--- src/mofr_pkg.sv ---
// Shared widths, codes and types of the MIDI output message framer.
package mofr_pkg;

    localparam int PORTS_DEFAULT     = 4;
    localparam int SYSEX_MAX_DEFAULT = 4096;

    localparam int PORT_W     = 2;
    localparam int BYTE_W     = 8;
    localparam int MSG_W      = 24;
    localparam int COUNT_W    = 13;
    localparam int KIND_W     = 2;
    localparam int IN_DATA_W  = 16;
    localparam int OUT_DATA_W = 48;

    localparam logic [BYTE_W-1:0] SYSEX_START = 8'hF0;
    localparam logic [BYTE_W-1:0] SYSEX_END   = 8'hF7;

    typedef enum logic [1:0] {
        PH_IDLE       = 2'd0,
        PH_ONE        = 2'd1,
        PH_TWO_FIRST  = 2'd2,
        PH_TWO_SECOND = 2'd3
    } phase_t;

    typedef enum logic [KIND_W-1:0] {
        KIND_SHORT     = 2'd0,
        KIND_EX_OK     = 2'd1,
        KIND_EX_REJECT = 2'd2
    } kind_t;

    typedef struct packed {
        logic               valid;
        kind_t              kind;
        logic [MSG_W-1:0]   short_message;
        logic [BYTE_W-1:0]  exclusive_byte;
        logic               exclusive_end;
        logic [COUNT_W-1:0] exclusive_count;
    } step_result_t;

endpackage

--- src/mofr_frame_step.sv ---
// One framing step for a single port: next port state and the result item.
module mofr_frame_step #(
    parameter int FILL_W    = 13,
    parameter int SYSEX_MAX = mofr_pkg::SYSEX_MAX_DEFAULT
) (
    input  logic [mofr_pkg::BYTE_W-1:0] midi_byte,
    input  mofr_pkg::phase_t            phase,
    input  logic                        in_exclusive,
    input  logic [mofr_pkg::MSG_W-1:0]  acc,
    input  logic [FILL_W-1:0]           fill,
    output mofr_pkg::phase_t            phase_next,
    output logic                        in_exclusive_next,
    output logic [mofr_pkg::MSG_W-1:0]  acc_next,
    output logic [FILL_W-1:0]           fill_next,
    output mofr_pkg::step_result_t      result
);
    import mofr_pkg::*;

    logic              ex_path;
    logic              ex_end;
    logic              full;
    logic [FILL_W-1:0] fill_inc;
    logic [FILL_W-1:0] count_src;
    logic [31:0]       count_wide;

    // Data bytes a status byte opens while idle; zero means it goes alone.
    function automatic logic [1:0] data_needed(input logic [BYTE_W-1:0] b);
        logic [1:0] n;
        n = 2'd0;
        case (b[7:4])
            4'h8, 4'h9, 4'hA, 4'hB, 4'hE: n = 2'd2;
            4'hC, 4'hD:                   n = 2'd1;
            4'hF:
            begin
                if (b[3:0] == 4'h2)
                    n = 2'd2;
                else if (b[3:0] == 4'h1 || b[3:0] == 4'h3)
                    n = 2'd1;
            end
            default:                      n = 2'd0;
        endcase
        return n;
    endfunction

    assign ex_path    = in_exclusive || (midi_byte == SYSEX_START);
    assign ex_end     = (midi_byte == SYSEX_END);
    assign full       = (32'(fill) >= 32'(SYSEX_MAX));
    assign fill_inc   = fill + 1'b1;
    assign count_src  = full ? fill : fill_inc;
    assign count_wide = 32'(count_src);

    always_comb
    begin
        phase_next        = phase;
        in_exclusive_next = in_exclusive;
        acc_next          = acc;
        fill_next         = fill;
        result            = '0;
        result.kind       = KIND_SHORT;

        if (ex_path)
        begin
            result.valid           = 1'b1;
            result.kind            = full ? KIND_EX_REJECT : KIND_EX_OK;
            result.exclusive_byte  = midi_byte;
            result.exclusive_end   = ex_end;
            result.exclusive_count = count_wide[COUNT_W-1:0];
            // F7 closes the message even when the buffer is full
            in_exclusive_next      = !ex_end;
            fill_next              = ex_end ? '0 : count_src;
        end
        else
        begin
            case (phase)
                PH_ONE:
                begin
                    acc_next             = {8'h00, midi_byte, acc[7:0]};
                    phase_next           = PH_IDLE;
                    result.valid         = 1'b1;
                    result.short_message = {8'h00, midi_byte, acc[7:0]};
                end
                PH_TWO_FIRST:
                begin
                    acc_next   = {8'h00, midi_byte, acc[7:0]};
                    phase_next = PH_TWO_SECOND;
                end
                PH_TWO_SECOND:
                begin
                    acc_next             = {midi_byte, acc[15:0]};
                    phase_next           = PH_IDLE;
                    result.valid         = 1'b1;
                    result.short_message = {midi_byte, acc[15:0]};
                end
                default:
                begin
                    acc_next = {16'h0000, midi_byte};
                    case (data_needed(midi_byte))
                        2'd2:    phase_next = PH_TWO_FIRST;
                        2'd1:    phase_next = PH_ONE;
                        default:
                        begin
                            phase_next           = PH_IDLE;
                            result.valid         = 1'b1;
                            result.short_message = {16'h0000, midi_byte};
                        end
                    endcase
                end
            endcase
        end
    end

endmodule

--- src/midi_out_message_framer.sv ---
// Top level of the per-port MIDI output message framer.
// Takes one MIDI byte per cycle, tagged with an output port, and frames it
// against that port's state: channel and system common messages come out as
// one packed short message once their data bytes arrive, other system bytes
// and stray data bytes come out alone, and exclusive bytes come out one item
// each with a running count (rejected past SYSEX_MAX, F7 always closes the
// message). A byte that completes nothing gives no result item. Throughput is
// one item per cycle on any mix of ports, including the same port back to
// back, while the output does not stall; the result item is registered from
// the input register once the result register is free. The rate is set by the
// per-port state flops, read and written as an item passes from the input
// register to the result register. Bytes for a port at or above PORTS are
// dropped. Reset clears all port state at once; there is no clearing pass.
module midi_out_message_framer #(
    parameter int PORTS     = mofr_pkg::PORTS_DEFAULT,
    parameter int SYSEX_MAX = mofr_pkg::SYSEX_MAX_DEFAULT
) (
    input  logic                            clk,
    input  logic                            rst_n,
    input  logic                            s_tvalid,
    output logic                            s_tready,
    // [1:0] port, [9:2] midi_byte, [15:10] zero
    input  logic [mofr_pkg::IN_DATA_W-1:0]  s_tdata,
    output logic                            m_tvalid,
    input  logic                            m_tready,
    // [1:0] out_port, [25:2] short_message, [33:26] exclusive_byte,
    // [46:34] exclusive_count, [47] zero
    output logic [mofr_pkg::OUT_DATA_W-1:0] m_tdata,
    // [1:0] out_kind
    output logic [mofr_pkg::KIND_W-1:0]     m_tuser,
    // exclusive_end
    output logic                            m_tlast
);
    import mofr_pkg::*;

    localparam int PORT_SPAN = 1 << PORT_W;
    localparam int DEPTH     = (PORTS < PORT_SPAN) ? PORTS : PORT_SPAN;
    localparam int IDX_W     = (DEPTH > 1) ? $clog2(DEPTH) : 1;
    localparam int FILL_W    = $clog2(SYSEX_MAX + 1);

    // Input register
    logic              in_valid_reg;
    logic [PORT_W-1:0] in_port_reg;
    logic [BYTE_W-1:0] in_byte_reg;

    // Per-port framing state
    phase_t            phase_reg [DEPTH];
    logic              in_ex_reg [DEPTH];
    logic [MSG_W-1:0]  acc_reg   [DEPTH];
    logic [FILL_W-1:0] fill_reg  [DEPTH];

    // Result register
    logic              out_valid_reg;
    logic [PORT_W-1:0] out_port_reg;
    step_result_t      out_reg;

    logic [IDX_W-1:0]  idx;
    logic              in_range;
    logic              step_valid;
    logic              out_free;
    logic              advance;

    phase_t            phase_next;
    logic              in_ex_next;
    logic [MSG_W-1:0]  acc_next;
    logic [FILL_W-1:0] fill_next;
    step_result_t      step_result;

    assign idx      = in_port_reg[IDX_W-1:0];
    assign in_range = (32'(in_port_reg) < 32'(PORTS));

    mofr_frame_step #(
        .FILL_W    (FILL_W),
        .SYSEX_MAX (SYSEX_MAX)
    ) u_step (
        .midi_byte         (in_byte_reg),
        .phase             (phase_reg[idx]),
        .in_exclusive      (in_ex_reg[idx]),
        .acc               (acc_reg[idx]),
        .fill              (fill_reg[idx]),
        .phase_next        (phase_next),
        .in_exclusive_next (in_ex_next),
        .acc_next          (acc_next),
        .fill_next         (fill_next),
        .result            (step_result)
    );

    assign step_valid = in_range && step_result.valid;
    assign out_free   = !out_valid_reg || m_tready;
    // An item with no result leaves the input register even when output stalls
    assign advance    = in_valid_reg && (!step_valid || out_free);
    assign s_tready   = !in_valid_reg || advance;

    always_ff @(posedge clk or negedge rst_n)
    begin
        if (!rst_n)
        begin
            in_valid_reg <= 1'b0;
        end
        else if (s_tready)
        begin
            in_valid_reg <= s_tvalid;
        end
    end

    always_ff @(posedge clk)
    begin
        if (s_tvalid && s_tready)
        begin
            in_port_reg <= s_tdata[PORT_W-1:0];
            in_byte_reg <= s_tdata[PORT_W+BYTE_W-1:PORT_W];
        end
    end

    always_ff @(posedge clk or negedge rst_n)
    begin
        if (!rst_n)
        begin
            for (int i = 0; i < DEPTH; i++)
            begin
                phase_reg[i] <= PH_IDLE;
                in_ex_reg[i] <= 1'b0;
                acc_reg[i]   <= '0;
                fill_reg[i]  <= '0;
            end
        end
        else if (advance && in_range)
        begin
            phase_reg[idx] <= phase_next;
            in_ex_reg[idx] <= in_ex_next;
            acc_reg[idx]   <= acc_next;
            fill_reg[idx]  <= fill_next;
        end
    end

    always_ff @(posedge clk or negedge rst_n)
    begin
        if (!rst_n)
        begin
            out_valid_reg <= 1'b0;
        end
        else if (out_free)
        begin
            out_valid_reg <= advance && step_valid;
        end
    end

    always_ff @(posedge clk)
    begin
        if (advance && step_valid)
        begin
            out_port_reg <= in_port_reg;
            out_reg      <= step_result;
        end
    end

    assign m_tvalid = out_valid_reg;
    assign m_tdata  = {1'b0, out_reg.exclusive_count, out_reg.exclusive_byte,
                       out_reg.short_message, out_port_reg};
    assign m_tuser  = out_reg.kind;
    assign m_tlast  = out_reg.exclusive_end;

`ifndef SYNTHESIS
    a_ready_low_only_on_stall: assert property (
        @(posedge clk) disable iff (!rst_n)
        !s_tready |-> (in_valid_reg && out_valid_reg && !m_tready)
    ) else $error("input stalled without an output stall");

    a_result_from_input: assert property (
        @(posedge clk) disable iff (!rst_n)
        $rose(out_valid_reg) |-> $past(in_valid_reg)
    ) else $error("result appeared without a registered input item");

    a_short_has_no_exclusive: assert property (
        @(posedge clk) disable iff (!rst_n)
        (m_tvalid && m_tuser == KIND_SHORT) |->
            (!m_tlast && out_reg.exclusive_byte == '0 && out_reg.exclusive_count == '0)
    ) else $error("short message carries exclusive fields");

    a_fill_bounded: assert property (
        @(posedge clk) disable iff (!rst_n)
        32'(fill_reg[0]) <= 32'(SYSEX_MAX)
    ) else $error("exclusive fill beyond limit");

    a_exclusive_has_no_short: assert property (
        @(posedge clk) disable iff (!rst_n)
        (m_tvalid && (m_tuser == KIND_EX_OK || m_tuser == KIND_EX_REJECT)) |->
            (out_reg.short_message == '0)
    ) else $error("exclusive item carries a short message");
`endif

endmodule

--- config.mk ---
export PLATFORM = sky130hd
export DESIGN_NAME = midi_out_message_framer
export DESIGN_NICKNAME = d
export VERILOG_FILES = /design/src/mofr_pkg.sv /design/src/mofr_frame_step.sv /design/src/midi_out_message_framer.sv
export SDC_FILE = /design/constraint.sdc
export NUM_CORES = 1
export LEC_CHECK = 0
export ABC_AREA = 0
export BUFFER_PORTS_ARGS = -buffer_cell sky130_fd_sc_hd__buf_2
export CAP_MARGIN = 20
export CORE_UTILIZATION = 30
export CTS_CLUSTER_DIAMETER = 100
export DETAILED_ROUTE_END_ITERATION = 10
export GPL_TIMING_DRIVEN = 1
export SYNTH_ARGS = -nofsm -noshare
export SYNTH_HDL_FRONTEND = slang
export SYNTH_SLANG_ARGS = --single-unit
--- constraint.sdc ---
create_clock -name clk -period 5.3 [get_ports clk]
set_input_delay 1.325 -clock clk [delete_from_list [all_inputs] [get_ports clk]]
set_output_delay 1.325 -clock clk [all_outputs]
set_load 0.03 [all_outputs]
==> flow_summary.toml, run 1 <==
[cts]
cts_sinks = 190
root_buffer = "clkbuf_16"
post_cts_resized = 0
cts_hold_buffers = 0
cts_tree = "done"
cts_inserted_buffers = 17
clk_latency_ns = 0.44
clock_path_buffers = 2
path_clk_slew_ns = 0.07
ctsHtreeMaxLevel = 4
postCtsSetupBuffers = 0

[timing]
finalHoldViolCount = 0
drv_slew = 0
setup_viol = 0
skew_ns = 0.0179
setup_tns_ns = 0
max_freq_ghz = 0.225
grt_setup_unrepaired = "no"
fin_ws_ns = 0.860
relSlewSlack_pct = 33.0
tightest_slew_ns = 1.00
period_minus_slack_ns = 4.44
finalHoldWorstSlack_ns = 0.481
period_share_pct = 83.8

[setup_path]
arrival_ns = 3.12
crit_start = "idx[0]$_DFFE_PP_"
crit_fanout = 27
worstPathRequired_ns = 3.97
crit_path_max_incr_delay_ns = 0.66
cp_common_cell = "buf_4"
rr_startpoint = "in_byte_reg[7]$_DFFE_PP_"
cp-end-kind = "primary output"
cp_top_family = "buffers and inverters"
slowest_stage = "mux4_2"
crit_chain = "buf_4 > mux4_2 > a41oi_4 > buf_4 > nand2_1 > nand3_1 > buf_2"
r2r_cells = 12
critical_path_buf_inv_count = 3
path_class = "flip-flop to primary output"
cp_num_cells = 7
startpoint_type = "flip-flop"

[die]
num_io_pins = 73
die_area_um2 = 29600
die_h_um = 172
start_util_pct = 30.9
die_w_um = 172
core.rowCount = 61
core_area_um2 = 28100

[hold_path]
hp-start = "fill_reg[51]$_DFFE_PN0P_"
worstHoldPathType = "flip-flop to flip-flop"
min_path_cells = 2

[power_and_ir_drop]
ir_drop_mv = 0.221
power_density_nw_per_um2 = 561
power_leakage_nw = 4.09

[synthesis]
synth-edff-count = 60
synth_area_leaders = "dfrtp_1 38%, edfxtp_1 21%, mux4_2 8.3%, mux2_2 5.2%, nor2_1 3.9%"
seq_area_frac_synth_pct = 58.3
synth_top_cell_area_share_pct = 37.5
async_flop_share_pct = 68.4
syn_nets = 736
synth-main-ff-cell = "dfrtp_1"
synth.ff_latch_count = 190
yosys_warnings = 0
synth.avg_cell_area_um2 = 12.3
synth.largest_area_cell = "dfrtp_1"
syn_inst = 707
synth_area_um2 = 8670
synthTopCellsByCount = "130 x dfrtp_1, 91 x nor2_1, 61 x a21oi_1, 60 x edfxtp_1, 44 x nand2_1"
synth_cell_types = 53
synth.most_common_cell = "dfrtp_1"

[route]
drt_iter0_drc = 395
drt_pass1_iterations = 5
vias = 5652
finalWirelength_mm = 19.7
drtAntennaViolNets = 0
wire_per_inst_um = 17.2
drc_errors = 0
routed_via_density = 4.93

[placed_design]
place.gp.congestion = 0.802
place_worst_setup_slack_ns = 1.22
dpl_cell_area_um2 = 9420
port_buffers = 65
dp.final_hpwl_mm = 12.6

[cells_and_area]
fin_util_pct = 35.5
diodes = 0
fin_nets = 785
layout-drive-gt1-share_pct = 25.5
area_delta_synth_final_pct = 15.0
largest_reg_flops = 64
final_cell_area_um2 = 9980

[global_route]
grt_overflow_total = 0
grt_pass1_wl_mm = 31.7
grt_pass1_vias = 5656
grt_max_degree = 77
antenna_found_initial = 0
grt_usage_pct = 14.2

[run_status]
status = "finished, final reports clean"

[flow_run]
cap_violations = 0
## final timing paths
path                                                  to  slack (ns)
max in group asynchronous        fill_reg[6]$_DFFE_PN0P_        3.28
worst min register to register  fill_reg[51]$_DFFE_PN0P_        0.48
worst min-delay path            fill_reg[51]$_DFFE_PN0P_        0.48
min in group asynchronous        acc_reg[86]$_DFFE_PN0P_        1.01
worst max-delay path                            s_tready        0.86
worst max register to register   acc_reg[73]$_DFFE_PN0P_        1.19
## report_power, final
group          internal, mW  total (mW)  switching [mW]  leakage [nW]
clock network         0.636        1.24           0.607         0.282
logic                 0.734        2.01            1.28          1.63
registers              2.10        2.34           0.243          2.18
## cell usage in the layout (no fill, tap or decap), types with 14 or more instances in the layout
cell type    n
nor2_1      89
a21oi_1     61
edfxtp_1    60
a22oi_1     21
and2_1      14
buf_4       17
o21ai_0     41
nand2_1     44
dfrtp_1    130
inv_1       14
mux4_2      32
clkbuf_16   17
buf_2       64
mux2_2      40
## worst register-to-register path, stage by stage (launching register included)
cell and delay, ns:
edfxtp_1 0.65, nand4_1 0.18, nor3_1 0.30, and3_1 0.21, o21ai_0 0.11, ha_1 0.38, nand2b_1 0.17, o31ai_1 0.15
a21oi_2 0.25, or4b_2 1.11, buf_4 0.35, nand2_1 0.07, o21ai_0 0.07
## per-stage QoR
step	std cells	power, mW
after floorplan	707	3.83
after global placement	1115	4.35
after detailed placement	1115	4.39
after CTS	1147	5.64
after global routing	1147	5.98
final	1147	5.59
## routing by layer
layer  global-route usage (%)  up-vias  part of all wire [%]
met5                        0        -                     0
li1                         -     2653                     -
met1                     19.4     2862                    47
met2                     22.8      117                    48
met3                     2.06       20                   3.8
met4                     5.46        0                   1.5
## cells by family (layout without fill, tap and decap cells)
| logic type | count (synthesis) | after routing | synth area share (%) |
|---|---|---|---|
| xor gates and xnor gates | 11 | 11 | 1.11 |
| other | 1 | 1 | 0.0432 |
| and+or+nand+nor | 195 | 195 | 10.3 |
| muxes | 85 | 85 | 15.2 |
| buffers and inverters | 66 | 128 | 3.33 |
| adders and majority gates | 9 | 9 | 1.30 |
| AOI/OAI and AO/OA | 150 | 150 | 10.4 |
| DFF | 190 | 190 | 58.3 |
## layout make-up
cell class / instances / area (um^2)
clock buffers: 19 / 443
clock inverters: 13 / 119
fillers: 2804 / 18100
inverters: 14 / 52.6
multi-input cells: 451 / 3370
flip-flops and latches: 190 / 5050
well taps: 378 / 473
repair buffers: 82 / 468
Power figures use the tool's default switching activity.
==> inputs of run 2 (changes only) <==
Settings changed: ABC_AREA 0 to 1.
Clock period 5.3 ns to 4.4 ns, I/O delays scaled along.
==> flow_summary.toml, run 2 <==
[timing]
grt_setup_unrepaired = "no"
setup_viol = 0
fin_ws_ns = 0.262
max_freq_ghz = 0.242
drv_slew = 0
skew_ns = 0.00984
setup_tns_ns = 0
period_share_pct = 94.1
relSlewSlack_pct = 40.7
finalHoldWorstSlack_ns = 0.473
period_minus_slack_ns = 4.14
finalHoldViolCount = 0
tightest_slew_ns = 0.889

[global_route]
grt_usage_pct = 15.8
grt_pass1_vias = 7032
grt_pass1_wl_mm = 38.1
grt_max_degree = 63
grtUsageMet2_pct = 24.9
grt_util_met1_pct = 21.6
grt-busiest-layer = "met2"
antenna_found_initial = 1
gr-usage-met3_pct = 2.79
grt_overflow_total = 0

[hold_path]
min_path_cells = 2
worstHoldPathType = "flip-flop to flip-flop"
hp-start = "fill_reg[3]$_DFFE_PN0P_"
whs_endpoint = "fill_reg[3]$_DFFE_PN0P_"

[synthesis]
async_flop_share_pct = 68.4
yosys_warnings = 0
synth_compound_area_share_pct = 8.85
synth_area_um2 = 9160
synthAdderAreaFrac_pct = 1.23
synth-xor-area-share_pct = 0.191
synth.avg_cell_area_um2 = 8.37
syn_nets = 1123
muxShareOfSynthArea_pct = 0
synthSimpleGateAreaFrac_pct = 26.7
synth-edff-count = 60
syn_inst = 1094
synth-main-ff-cell = "dfrtp_1"
synth_top_family_by_area = "simple AND/OR/NAND/NOR gates"
synth_top_cell_area_share_pct = 35.5
synth.ff_latch_count = 190
synth_area_leaders = "dfrtp_1 36%, edfxtp_1 20%, nand2_1 19%, inv_1 3.9%, o21ai_0 3.4%"
synth.most_common_cell = "nand2_1"
seq_area_frac_synth_pct = 55.2
synthTopCellsByCount = "464 x nand2_1, 130 x dfrtp_1, 96 x inv_1, 62 x o21ai_0, 60 x edfxtp_1"
synth.largest_area_cell = "dfrtp_1"
synth_cell_types = 38

[cells_and_area]
area_delta_synth_final_pct = 14.1
largest_reg_flops = 64
final_common_cell = "nand2_1"
layout.cells.non_filler = 1555
fin_nets = 1181
final_cell_mix = "464 x nand2_1, 130 x dfrtp_1, 94 x inv_1"
layout-drive-gt1-share_pct = 12.8
diodes = 0
final_cell_area_um2 = 10400
fin_util_pct = 35.1

[die]
die_w_um = 177
die_h_um = 177
num_io_pins = 73
core.rowCount = 63
core_area_um2 = 29800
die_area_um2 = 31200
start_util_pct = 30.7

[route]
wire_per_inst_um = 15.2
vias = 7368
drc_errors = 0
drt_iter0_drc = 503
drt_pass1_iterations = 7
drtAntennaViolNets = 0
finalWirelength_mm = 23.7
routed_via_density = 4.74

[setup_path]
slowest_stage = "edfxtp_1"
timing.rr.end = "fill_reg[43]$_DFFE_PN0P_"
cp-end-kind = "primary output"
startpoint_type = "flip-flop"
r2r_cells = 15
arrival_ns = 3.04
crit_path_max_incr_delay_ns = 0.45
ff2ff_setup_slack_ns = 0.88
rr_startpoint = "idx[1]$_DFFE_PP_"
cp_common_cell = "inv_1"
crit_chain = "buf_4 > nand2_4 > o221ai_2 > inv_1 > ha_1 > inv_1 > a21oi_1 > a21oi_1 > nand2_2 > nand2_2 > inv_1 > nand2_1 > buf_2"
worstPathRequired_ns = 3.30
cp_top_family = "buffers and inverters"
crit_fanout = 15
critical_path_buf_inv_count = 5
path_class = "flip-flop to primary output"

[placed_design]
place.gp.congestion = 0.833
port_buffers = 65
dpl_cell_area_um2 = 9840
dp.final_hpwl_mm = 15.8
place_worst_setup_slack_ns = 0.557
dp_cells = 1523

[power_and_ir_drop]
ir_drop_mv = 0.286
p_int_mw = 3.79
p_switching_mw = 2.56
pwr-share-seq_pct = 41.1
sw_frac_of_total_pct = 40.3
p_clk_share_pct = 24.4
power_leakage_nw = 5.03
power_density_nw_per_um2 = 607
pwr-share-comb_pct = 34.5
total_power_mw = 6.34

[cts]
cts_hold_buffers = 0
cts_tree = "done"
clk_latency_ns = 0.44
ctsHtreeMaxLevel = 4
path_clk_slew_ns = 0.07
root_buffer = "clkbuf_16"
cts_inserted_buffers = 17
clock_path_buffers = 2
cts_sinks = 190

[flow_run]
cap_violations = 0

[run_status]
status = "finished, final reports clean"
run 2: changes by cell type in the layout (fill, tap and decap cells not counted), sizes merged, moves of 14 or more:
cell and delta:
o21ai +44, o22ai +20, and2 -14, nor2 -25
mux2 -48, a21oi -45, nand3 +42, inv +86
nand2 +425, mux4 -32
run 2: cell families after synthesis:
group	count (synthesis)
AND/OR/NAND/NOR	596
flip-flops	190
buffers and inverters	152
AO/OA/AOI/OAI	144
adder cells (fa/ha/maj)	9
XOR/XNOR	2
other	1
run 2: power by group through the flow:
stage	sequential (mW)	clock [mW]	combinational, mW
2_1_floorplan	2.98	0	1.20
3_3_place_gp	2.64	0	2.16
3_5_place_dp	2.64	0	2.19
4_1_cts	2.61	1.57	2.19
5_1_grt	2.66	1.64	2.41
6_report	2.61	1.55	2.19
run 2: worst max-delay path by stage:
| stage | startpoint | to | slack (ns) | cells after the start |
|---|---|---|---|---|
| floorplan | idx[1]$_DFFE_PP_ | m_tdata[10]$_SDFFCE_PP0P_ | 0.58 | 16 |
| global placement | idx[1]$_DFFE_PP_ | s_tready | 0.57 | 15 |
| detailed placement | idx[1]$_DFFE_PP_ | s_tready | 0.56 | 15 |
| CTS | idx[1]$_DFFE_PP_ | s_tready | 0.07 | 15 |
| global route | idx[1]$_DFFE_PP_ | s_tready | 0.04 | 13 |
| finish | idx[1]$_DFFE_PP_ | s_tready | 0.26 | 13 |
run 2: worst register-to-register path, delay by kind of cell (launching register included):
kind | cells | cell delay (ns)
and+or+nand+nor | 7 | 1.16
DFF | 1 | 0.45
buffers and inverters | 4 | 0.99
AOI/OAI and AO/OA | 3 | 0.59
adders and majority gates | 1 | 0.23
run 2: timing repair:
item | CTS | global route
resized for setup | 0 | 3
setup buffers | 0 | 0
endpoints found under the setup margin | 0 | 1
run 2: cell type report:
class                   count  area (um^2)
inverters                 105          399
flip-flops and latches    190         5050
multi-input cells         752         3400
well taps                 390          488
repair buffers             86          510
clock inverters            14          150
clock buffers              18          439
fillers                  3105        19400
run 2: metal layers:
metal,share of wire [%],vias to the layer above
met4,1.9,2
met2,47,197
li1,-,3611
met5,0.072,-
met3,5.4,34
met1,46,3524
==> inputs of run 3 (changes only) <==
Settings changed: CORE_UTILIZATION 30 to 35, MAX_ROUTING_LAYER set to met4.
==> flow_summary.toml, run 3 (synthesis gave the netlist of run 2 again) <==
[setup_path]
path_class = "flip-flop to primary output"
startpoint_type = "flip-flop"
cp_top_family = "buffers and inverters"
worstPathRequired_ns = 3.30
cp_common_cell = "inv_1"
cp-end-kind = "primary output"
critical_path_buf_inv_count = 5
slowest_stage = "edfxtp_1"
crit_path_max_incr_delay_ns = 0.46
crit_chain = "buf_4 > nand2_4 > o221ai_2 > inv_1 > ha_1 > inv_1 > a21oi_1 > a21oi_1 > nand2_2 > nand2_2 > inv_1 > nand2_1 > buf_2"
crit_fanout = 15
arrival_ns = 2.99

[global_route]
grt_overflow_total = 0
antenna_found_initial = 0
grt_max_degree = 71
grt_pass1_vias = 6912
gr-usage-met3_pct = 3.28
grt_usage_pct = 18.6
grt_pass1_wl_mm = 36.9
grt-busiest-layer = "met2"
grt_util_met1_pct = 24.6
grtUsageMet2_pct = 28.9

[route]
finalWirelength_mm = 22.8
wire_per_inst_um = 15.3
vias = 7216
drtAntennaViolNets = 0
drt_iter0_drc = 591
drc_errors = 0
routed_via_density = 4.84
drt_pass1_iterations = 5

[placed_design]
dp.final_hpwl_mm = 15.0
port_buffers = 65
place_worst_setup_slack_ns = 0.630
place.gp.congestion = 0.829
dpl_cell_area_um2 = 9740

[power_and_ir_drop]
ir_drop_mv = 0.303
total_power_mw = 6.41
power_density_nw_per_um2 = 618
power_leakage_nw = 5.03

[cells_and_area]
final_cell_mix = "464 x nand2_1, 130 x dfrtp_1, 94 x inv_1"
fin_util_pct = 40.8
fin_nets = 1178
final_common_cell = "nand2_1"
largest_reg_flops = 64
area_delta_synth_final_pct = 13.3
final_cell_area_um2 = 10400
diodes = 0
layout-drive-gt1-share_pct = 12.7

[run_status]
status = "finished, final reports clean"

[timing]
max_freq_ghz = 0.244
setup_tns_ns = 0
period_minus_slack_ns = 4.09
setup_viol = 0
grt_setup_unrepaired = "no"
relSlewSlack_pct = 35.8
fin_ws_ns = 0.308
finalHoldViolCount = 0
skew_ns = 0.0138
period_share_pct = 93.0
drv_slew = 0
tightest_slew_ns = 0.963

[die]
core.rowCount = 58
start_util_pct = 36.0
num_io_pins = 73
die_h_um = 164
core_area_um2 = 25400
die_w_um = 164
die_area_um2 = 26800

[cts]
path_clk_slew_ns = 0.08
clock_path_buffers = 2
postCtsSetupBuffers = 0
root_buffer = "clkbuf_16"
clk_latency_ns = 0.44
cts_tree = "done"
cts_inserted_buffers = 17
cts_sinks = 190
ctsHtreeMaxLevel = 4

[flow_run]
cap_violations = 0

[hold_path]
worstHoldPathType = "flip-flop to flip-flop"
==> run 3: cell count changes in the layout (fill, tap and decap cells not counted), sizes merged <==
cell	before	now
clkinv	6	2
clkbuf	18	19
bufinv	1	3
inv	111	112
buf	86	83
==> run 3: layer usage <==
metal | part of all wire [%] | vias up
met3 | 4.8 | 24
met5 | 0 | -
met2 | 47 | 179
met4 | 1.7 | 0
li1 | - | 3580
met1 | 47 | 3433
==> run 3: area by class of cell <==
| type | count | area (um^2) |
|---|---|---|
| Clock buffer | 19 | 433 |
| Clock inverter | 13 | 176 |
| Fill cell | 2574 | 15000 |
| Inverter | 105 | 403 |
| Multi-Input combinational cell | 752 | 3400 |
| Sequential cell | 190 | 5050 |
| Tap cell | 330 | 413 |
| Timing Repair Buffer | 83 | 488 |
==> run 3: timing repair <==
action / in CTS / in global routing
endpoints found under the setup margin: 0 / 1
hold buffers: 0 / 0
endpoints found under the hold margin: 0 / 0
gates resized for setup: 0 / 4
==> run 3: worst reg2reg max path, cell delays in order (launching register included) <==
cell and delay [ns]:
edfxtp_1 0.46, buf_4 0.29, nand2_4 0.18, o221ai_2 0.29
inv_1 0.13, ha_1 0.23, inv_1 0.20, a21oi_1 0.11
a21oi_1 0.15, nand2_2 0.10, nand2_2 0.09, nand2_4 0.14
nor2_8 0.43, inv_2 0.36, nand2_1 0.16, nand2_1 0.06
==> run 3: final timing paths <==
check                      cells past startpoint                    start                       end  slack, ns
max                                           13         idx[1]$_DFFE_PP_                  s_tready       0.31
min                                            2  acc_reg[26]$_DFFE_PN0P_   acc_reg[26]$_DFFE_PN0P_       0.47
max reg2reg                                   15         idx[1]$_DFFE_PP_   acc_reg[57]$_DFFE_PN0P_       0.92
min reg2reg                                    2  acc_reg[26]$_DFFE_PN0P_   acc_reg[26]$_DFFE_PN0P_       0.47
max in group asynchronous                      2                    rst_n   acc_reg[78]$_DFFE_PN0P_       2.71
min in group asynchronous                      1                    rst_n  fill_reg[43]$_DFFE_PN0P_       0.83
==> run 3: power by group <==
group | total, mW | internal (mW) | switching, mW
sequential | 2.61 | 2.42 | 0.192
combinational | 2.17 | 0.548 | 1.62
clock | 1.63 | 0.913 | 0.713
==> run 3: through the flow <==
step                hold WS [ns]  cells
finish                     0.472   1492
global route               0.496   1492
CTS                        0.476   1492
detailed placement         0.458   1460
global placement           0.453   1460
floorplan                  0.442   1094
